<file path="src/sv/sv39_page_table_walk_unit_defines.svh">
// Assertion macros for the Sv39 page-table walk unit.
// Taken in by the modules that carry concurrent checks; needs clk and rst_n in scope.
`ifndef SV39_PAGE_TABLE_WALK_UNIT_DEFINES_SVH
`define SV39_PAGE_TABLE_WALK_UNIT_DEFINES_SVH

`ifndef SYNTHESIS

// Checked at every clock edge outside reset
`define SV39PTW_ASSERT(label, prop, msg) \
  label: assert property (@(posedge clk) disable iff (!rst_n) (prop)) else $error(msg);

// Checked at every clock edge, reset included
`define SV39PTW_ASSERT_ALWAYS(label, prop, msg) \
  label: assert property (@(posedge clk) (prop)) else $error(msg);

`else

`define SV39PTW_ASSERT(label, prop, msg)
`define SV39PTW_ASSERT_ALWAYS(label, prop, msg)

`endif

`endif

</file>
<file path="src/sv/sv39ptw_pkg.sv">
// Shared types, codes and sizes for the Sv39 page-table walk unit.
// No dependencies; imported by every module of the block.
`default_nettype none

package sv39ptw_pkg;

  // Table memory geometry
  localparam int TABLE_PAGES      = 8;
  localparam int ENTRIES_PER_PAGE = 512;
  localparam int STORE_WORDS      = TABLE_PAGES * ENTRIES_PER_PAGE;
  localparam int ADDR_W           = $clog2(STORE_WORDS);

  // Field widths
  localparam int PPN_W   = 44;
  localparam int VA_W    = 39;
  localparam int PA_W    = 56;
  localparam int PTE_W   = 64;
  localparam int IDX_W   = 12;
  localparam int VPN_W   = 9;
  localparam int FLAGS_W = 10;
  localparam int OFF_W   = 30;
  localparam int STAT_W  = 2;
  localparam int IN_TDATA_W  = 120;
  localparam int OUT_TDATA_W = 72;

  // Request queue between front and walker
  localparam int Q_DEPTH = 2;
  localparam int QPTR_W  = $clog2(Q_DEPTH);
  localparam int QCNT_W  = $clog2(Q_DEPTH + 1);

  // Request kinds
  localparam logic KIND_WRITE = 1'b0;
  localparam logic KIND_XLATE = 1'b1;

  // Configuration register indexes
  localparam logic CFG_ROOT = 1'b0;
  localparam logic CFG_BASE = 1'b1;

  // Result status codes
  localparam logic [STAT_W-1:0] ST_MAPPED = 2'd0;
  localparam logic [STAT_W-1:0] ST_NOTMAP = 2'd1;
  localparam logic [STAT_W-1:0] ST_OUTWIN = 2'd2;

  // Walk levels
  localparam logic [1:0] LVL0 = 2'd0;
  localparam logic [1:0] LVL1 = 2'd1;
  localparam logic [1:0] LVL2 = 2'd2;

  // Classified request as it sits in the queue
  typedef struct packed {
    logic              is_xlate;
    logic [ADDR_W-1:0] addr;
    logic [PTE_W-1:0]  word;
    logic [VA_W-1:0]   va;
  } ptw_cmd_t;

  // Queue head offered to the walker
  typedef struct packed {
    logic     valid;
    ptw_cmd_t cmd;
  } ptw_head_t;

  // Walker status back to the front
  typedef struct packed {
    logic clearing;
    logic pop;
  } ptw_stat_t;

  typedef enum logic [1:0] {
    WK_CLEAR,
    WK_IDLE,
    WK_LOOKUP
  } walk_state_t;

  // Nine-bit table index for a level
  function automatic logic [VPN_W-1:0] vpn_of(input logic [VA_W-1:0] va,
                                              input logic [1:0] lvl);
    logic [VPN_W-1:0] v;
    case (lvl)
      LVL2:    v = va[38:30];
      LVL1:    v = va[29:21];
      default: v = va[20:12];
    endcase
    return v;
  endfunction

  // Page offset kept from the virtual address for a leaf at a level
  function automatic logic [OFF_W-1:0] offset_of(input logic [VA_W-1:0] va,
                                                 input logic [1:0] lvl);
    logic [OFF_W-1:0] o;
    case (lvl)
      LVL2:    o = va[29:0];
      LVL1:    o = {9'd0, va[20:0]};
      default: o = {18'd0, va[11:0]};
    endcase
    return o;
  endfunction

endpackage

`default_nettype wire

</file>
<file path="src/sv/sv39ptw_front.sv">
// Front end: accepts requests, classifies them and queues them for the walker.
// Depends on sv39ptw_pkg and the assertion header.
`default_nettype none
`include "sv39_page_table_walk_unit_defines.svh"

module sv39ptw_front (
  input  wire logic                              clk,
  input  wire logic                              rst_n,
  input  wire logic                              in_tvalid,
  output logic                                   in_tready,
  input  wire logic [sv39ptw_pkg::IN_TDATA_W-1:0] in_tdata,
  input  wire logic                              in_tuser,
  input  wire sv39ptw_pkg::ptw_stat_t            stat,
  output sv39ptw_pkg::ptw_head_t                 head
);
  import sv39ptw_pkg::*;

  ptw_cmd_t          q_mem [Q_DEPTH];
  logic [QPTR_W-1:0] wr_ptr_r, wr_ptr_nxt;
  logic [QPTR_W-1:0] rd_ptr_r, rd_ptr_nxt;
  logic [QCNT_W-1:0] cnt_r, cnt_nxt;
  logic [IDX_W-1:0]  idx;
  logic              accept, in_range, push, pop;
  ptw_cmd_t          cmd;

  // Classify the incoming request
  always_comb begin
    idx          = in_tdata[11:0];
    in_range     = 32'(idx) < 32'(STORE_WORDS);
    cmd.is_xlate = (in_tuser == KIND_XLATE);
    cmd.addr     = ADDR_W'(idx);
    cmd.word     = in_tdata[75:12];
    cmd.va       = in_tdata[114:76];
  end

  // Writes past the end of the store are consumed and dropped
  assign in_tready = !stat.clearing && (cnt_r != QCNT_W'(Q_DEPTH));
  assign accept    = in_tvalid && in_tready;
  assign push      = accept && (cmd.is_xlate || in_range);
  assign pop       = stat.pop;

  // Queue pointers and fill count
  always_comb begin
    wr_ptr_nxt = wr_ptr_r;
    rd_ptr_nxt = rd_ptr_r;
    cnt_nxt    = cnt_r;
    if (push) begin
      wr_ptr_nxt = (32'(wr_ptr_r) == Q_DEPTH - 1) ? '0 : wr_ptr_r + 1'b1;
    end
    if (pop) begin
      rd_ptr_nxt = (32'(rd_ptr_r) == Q_DEPTH - 1) ? '0 : rd_ptr_r + 1'b1;
    end
    case ({push, pop})
      2'b10:   cnt_nxt = cnt_r + 1'b1;
      2'b01:   cnt_nxt = cnt_r - 1'b1;
      default: cnt_nxt = cnt_r;
    endcase
  end

  always_ff @(posedge clk) begin
    if (!rst_n) begin
      wr_ptr_r <= '0;
      rd_ptr_r <= '0;
      cnt_r    <= '0;
    end else begin
      wr_ptr_r <= wr_ptr_nxt;
      rd_ptr_r <= rd_ptr_nxt;
      cnt_r    <= cnt_nxt;
    end
  end

  // Queue storage
  always_ff @(posedge clk) begin
    if (push) begin
      q_mem[wr_ptr_r] <= cmd;
    end
  end

  assign head.valid = (cnt_r != '0);
  assign head.cmd   = q_mem[rd_ptr_r];

  `SV39PTW_ASSERT(a_front_no_overfill, 32'(cnt_r) <= Q_DEPTH, "request queue overfilled")
  `SV39PTW_ASSERT(a_front_pop_nonempty, pop |-> (cnt_r != '0), "pop from an empty queue")

endmodule

`default_nettype wire

</file>
<file path="config.mk">
export PLATFORM = sky130hd
export DESIGN_NAME = sv39ptw_front
export DESIGN_NICKNAME = d
export VERILOG_FILES = /design/src/sv/sv39ptw_pkg.sv /design/src/sv/sv39ptw_front.sv
export VERILOG_INCLUDE_DIRS = /design/src /design/src/sv
export SDC_FILE = /design/constraint.sdc
export NUM_CORES = 1
export LEC_CHECK = 0
export ABC_CLOCK_PERIOD_IN_PS = 5500
export BUFFER_PORTS_ARGS = -buffer_cell sky130_fd_sc_hd__buf_2
export CAP_MARGIN = 20
export CORE_ASPECT_RATIO = 0.8
export CORE_MARGIN = 4
export CORE_UTILIZATION = 40
export DETAILED_ROUTE_END_ITERATION = 7
export PLACE_DENSITY = 0.62
export RECOVER_POWER = 100
export SYNTH_ARGS = -nofsm -noshare
export SYNTH_HDL_FRONTEND = slang
export SYNTH_SLANG_ARGS = --single-unit
export TNS_END_PERCENT = 20
</file>
<file path="constraint.sdc">
create_clock -name clk -period 5.5 [get_ports clk]
set_clock_uncertainty 0.15 [all_clocks]
set_input_delay 0.55 -clock clk [delete_from_list [all_inputs] [get_ports clk]]
set_output_delay 0.55 -clock clk [all_outputs]
set_load 0.01 [all_outputs]
</file>
==> impl_metrics.ini <==
[drt]
routed_via_density = 4.785
num_vias = 4445
dr.first_iter.drc_count = 227
finalWirelength_mm = 16.87
antenna_left = 0
drc = 0
first_pass_iters = 4
wl_per_cell_um = 18.16

[worst_setup_path]
critPathMaxFanout = 75
max_stage_delay_ps = 1530
reg2regPathDepth = 4
crit_path_end_kind = output port
r2r_slack_ps = 1470
critPathKind = register to output port
rr_startpoint = cnt_r[0]$_SDFFE_PN0P_
cp.required_ps = 4800
critical_path.cell_chain = buf_4, mux2_2, clkbuf_1
slowest_stage = dfxtp_2
worstSetupStartpointType = register
r2r-end = q_mem[1][64]$_DFFE_PP_
worst_ep_arrival_time_ps = 3370

[sta]
max_slew_margin_pct = -79.94
tns_ps = 0
setup_slack_ps = 1432
period_share_pct = 73.97
rsz0062_at_grt = false
drv_slew = 170
setup_viol = 0
fmax_mhz = 245.8
hold_ws_ps = 88.32
worst_pin_slew_ps = 2699
hold_viol = 0
period_needed_ps = 4068

[clock_tree]
numCtsBuffers = 25
h-tree-depth = 1
clock_latency_ps = 500
cts_tree = yes
clockBufferDepth = 3
cts_resized = 0
cts_setup_buffers = 0
cts.sinks = 237
clockRootBuffer = clkbuf_16
path_clk_slew_ps = 60
cts.hold.buffers_added = 0

[cells_and_area]
drive_gt1_share_pct = 35.30
nNetsFinal = 770
stdcell_count = 929
antenna_cells = 0
syn2layout_area_growth_pct = 24.27

[worst_hold_path]
min-delay-start = in_tdata[27]
holdPathEnd = q_mem[1][54]$_DFFE_PP_
worst_hold_path_type = input pin to register
min_path_cells = 1

[pwr]
totalPowerFinal_mw = 4.168
p_per_area_nw_per_um2 = 389.2
switching_power_mw = 0.8637
power_frac_seq_pct = 50.8
p_comb_share_pct = 8.4
power.share.clock_pct = 40.8
leakage_nw = 3.588
p_int_mw = 3.305
vdd_drop_max_v = 0.0002384
power_switching_share_pct = 20.72

[place]
detailedPlace.worstSlack_ps = 2357
place_inst = 884
port_buffers = 238
hpwl_mm = 11.08
gp_congestion = 0.7697

[outcome]
status = finished with violations
violations = capacitance limit, slew limit

[synth]
synthTopCellsByArea = edfxtp_1 81%, mux2_2 15%, dfxtp_1 1.2%
synth_top_area_share_pct = 80.84
ys_seq_area_share_pct = 82.00
syn_area_per_cell_um2 = 22.33
syn-cell-area_um2 = 8618
ys.warnings.count = 0
ys_types = 21
synthCells = 386
syn_nets = 513
ys_ff_latch = 237
synth_area_leader_cell = edfxtp_1

[die]
ios = 244
start_util_pct = 41.17
die_w_um = 172.1
die_area_um2 = 23970
core_um2 = 20940
dieHeight_um = 139.3
fp-row-count = 47

[grt]
grt_pass1_wl_mm = 25.62
grt_antenna_before_repair = 5
grt_max_degree = 82
grt_pass1_vias = 4684
grtUsageTotal_pct = 13.43
grt-ovfl-total = 0

[job]
drv_cap = 4
synthesized netlist by cell type:
cell type	instances
and3_1	1
dfxtp_1	5
mux2_4	3
nand2_1	1
or2_2	1
inv_1	1
buf_2	7
edfxtp_1	232
nor2_1	1
mux2_2	111
and2_1	3
mux2_1	2
o21ai_0	2
xor2_1	1
xnor2_1	2
ha_1	1
nor2b_1	1
nand2b_1	1
or3_1	2
buf_6	6
a21boi_1	2
power by group through the flow:
stage / clock network [mW] / logic (mW) / registers, mW
2_1_floorplan: 0 / 0.232 / 2.13
3_3_place_gp: 0 / 0.369 / 2.15
3_5_place_dp: 0 / 0.379 / 2.16
4_1_cts: 1.75 / 0.382 / 2.12
5_1_grt: 1.83 / 0.385 / 2.13
6_report: 1.70 / 0.350 / 2.12
state kept, by name, summed over array words and instances (netlist names), named ones only:
register	count
q_mem	232
cnt_r	2
rd_ptr_r	1
wr_ptr_r	1
placed cells by master (no fill, tap or decap), drive strengths merged:
cell type	instances
nor2	1
nor2b	1
nand2b	1
or2	1
clkinvlp	2
buf	83
bufinv	5
o21ai	2
a21boi	2
nand2	1
and3	1
xor2	1
xnor2	2
dfxtp	5
edfxtp	232
mux2	116
ha	1
or3	2
clkbuf	192
and2	3
clkinv	6
metrics by stage:
step | utilization [%] | cell area, um2
2_1_floorplan | - | 8618
6_report | 51.16 | 10710
4_1_cts | 52.18 | 10920
3_3_place_gp | 48.17 | 10080
3_5_place_dp | 48.17 | 10080
5_1_grt | 51.16 | 10710
per-layer routing:
layer  GRT usage, %  vias to the layer above  wire length (um)
li1               -                     2054                 -
met1          17.15                     2148              6749
met2          20.88                      200              7648
met3          6.464                       33              2058
met4          3.226                       10               343
met5              0                        -                69
cells by family (layout without fill, tap and decap cells):
family | count (synthesis) | in the layout | share of synthesized area, %
adders and majority gates | 1 | 1 | 0.1452
and+or+nand+nor | 11 | 11 | 0.7405
DFF | 237 | 237 | 82.00
AOI/OAI and AO/OA | 4 | 4 | 0.2903
muxes | 116 | 116 | 15.29
xor gates and xnor gates | 3 | 3 | 0.3049
buffers and inverters | 14 | 288 | 1.234
critical path: cells and delay by family, from the launching register on:
family | cells | cell delay, ps
buffers and inverters | 2 | 820
flip-flops | 1 | 1530
multiplexers | 1 | 410
worst max-delay path by stage:
stage                     startpoint                     end  slack, ps  cells past startpoint
2_1_floorplan                stat[1]   q_mem[1][0]$_DFFE_PP_       1300                      2
5_1_grt        cnt_r[0]$_SDFFE_PN0P_  q_mem[1][64]$_DFFE_PP_        980                      4
4_1_cts                     register                head[61]       1940                      3
3_5_place_dp                 stat[1]  q_mem[0][84]$_DFFE_PP_       2360                      5
6_report                    register                head[61]       1430                      3
3_3_place_gp                 stat[1]  q_mem[0][75]$_DFFE_PP_       2440                      5
layout make-up:
class                      instances  area, um2
tap                              269      336.6
fill                            1810      10220
clock inverter                    12      186.4
sequential                       237       7068
multi-input combinational        135       1438
clock buffer                      32      651.9
timing repair buffer             243       1025
inverter                           1      5.005
(Power assumes the default switching activity.)
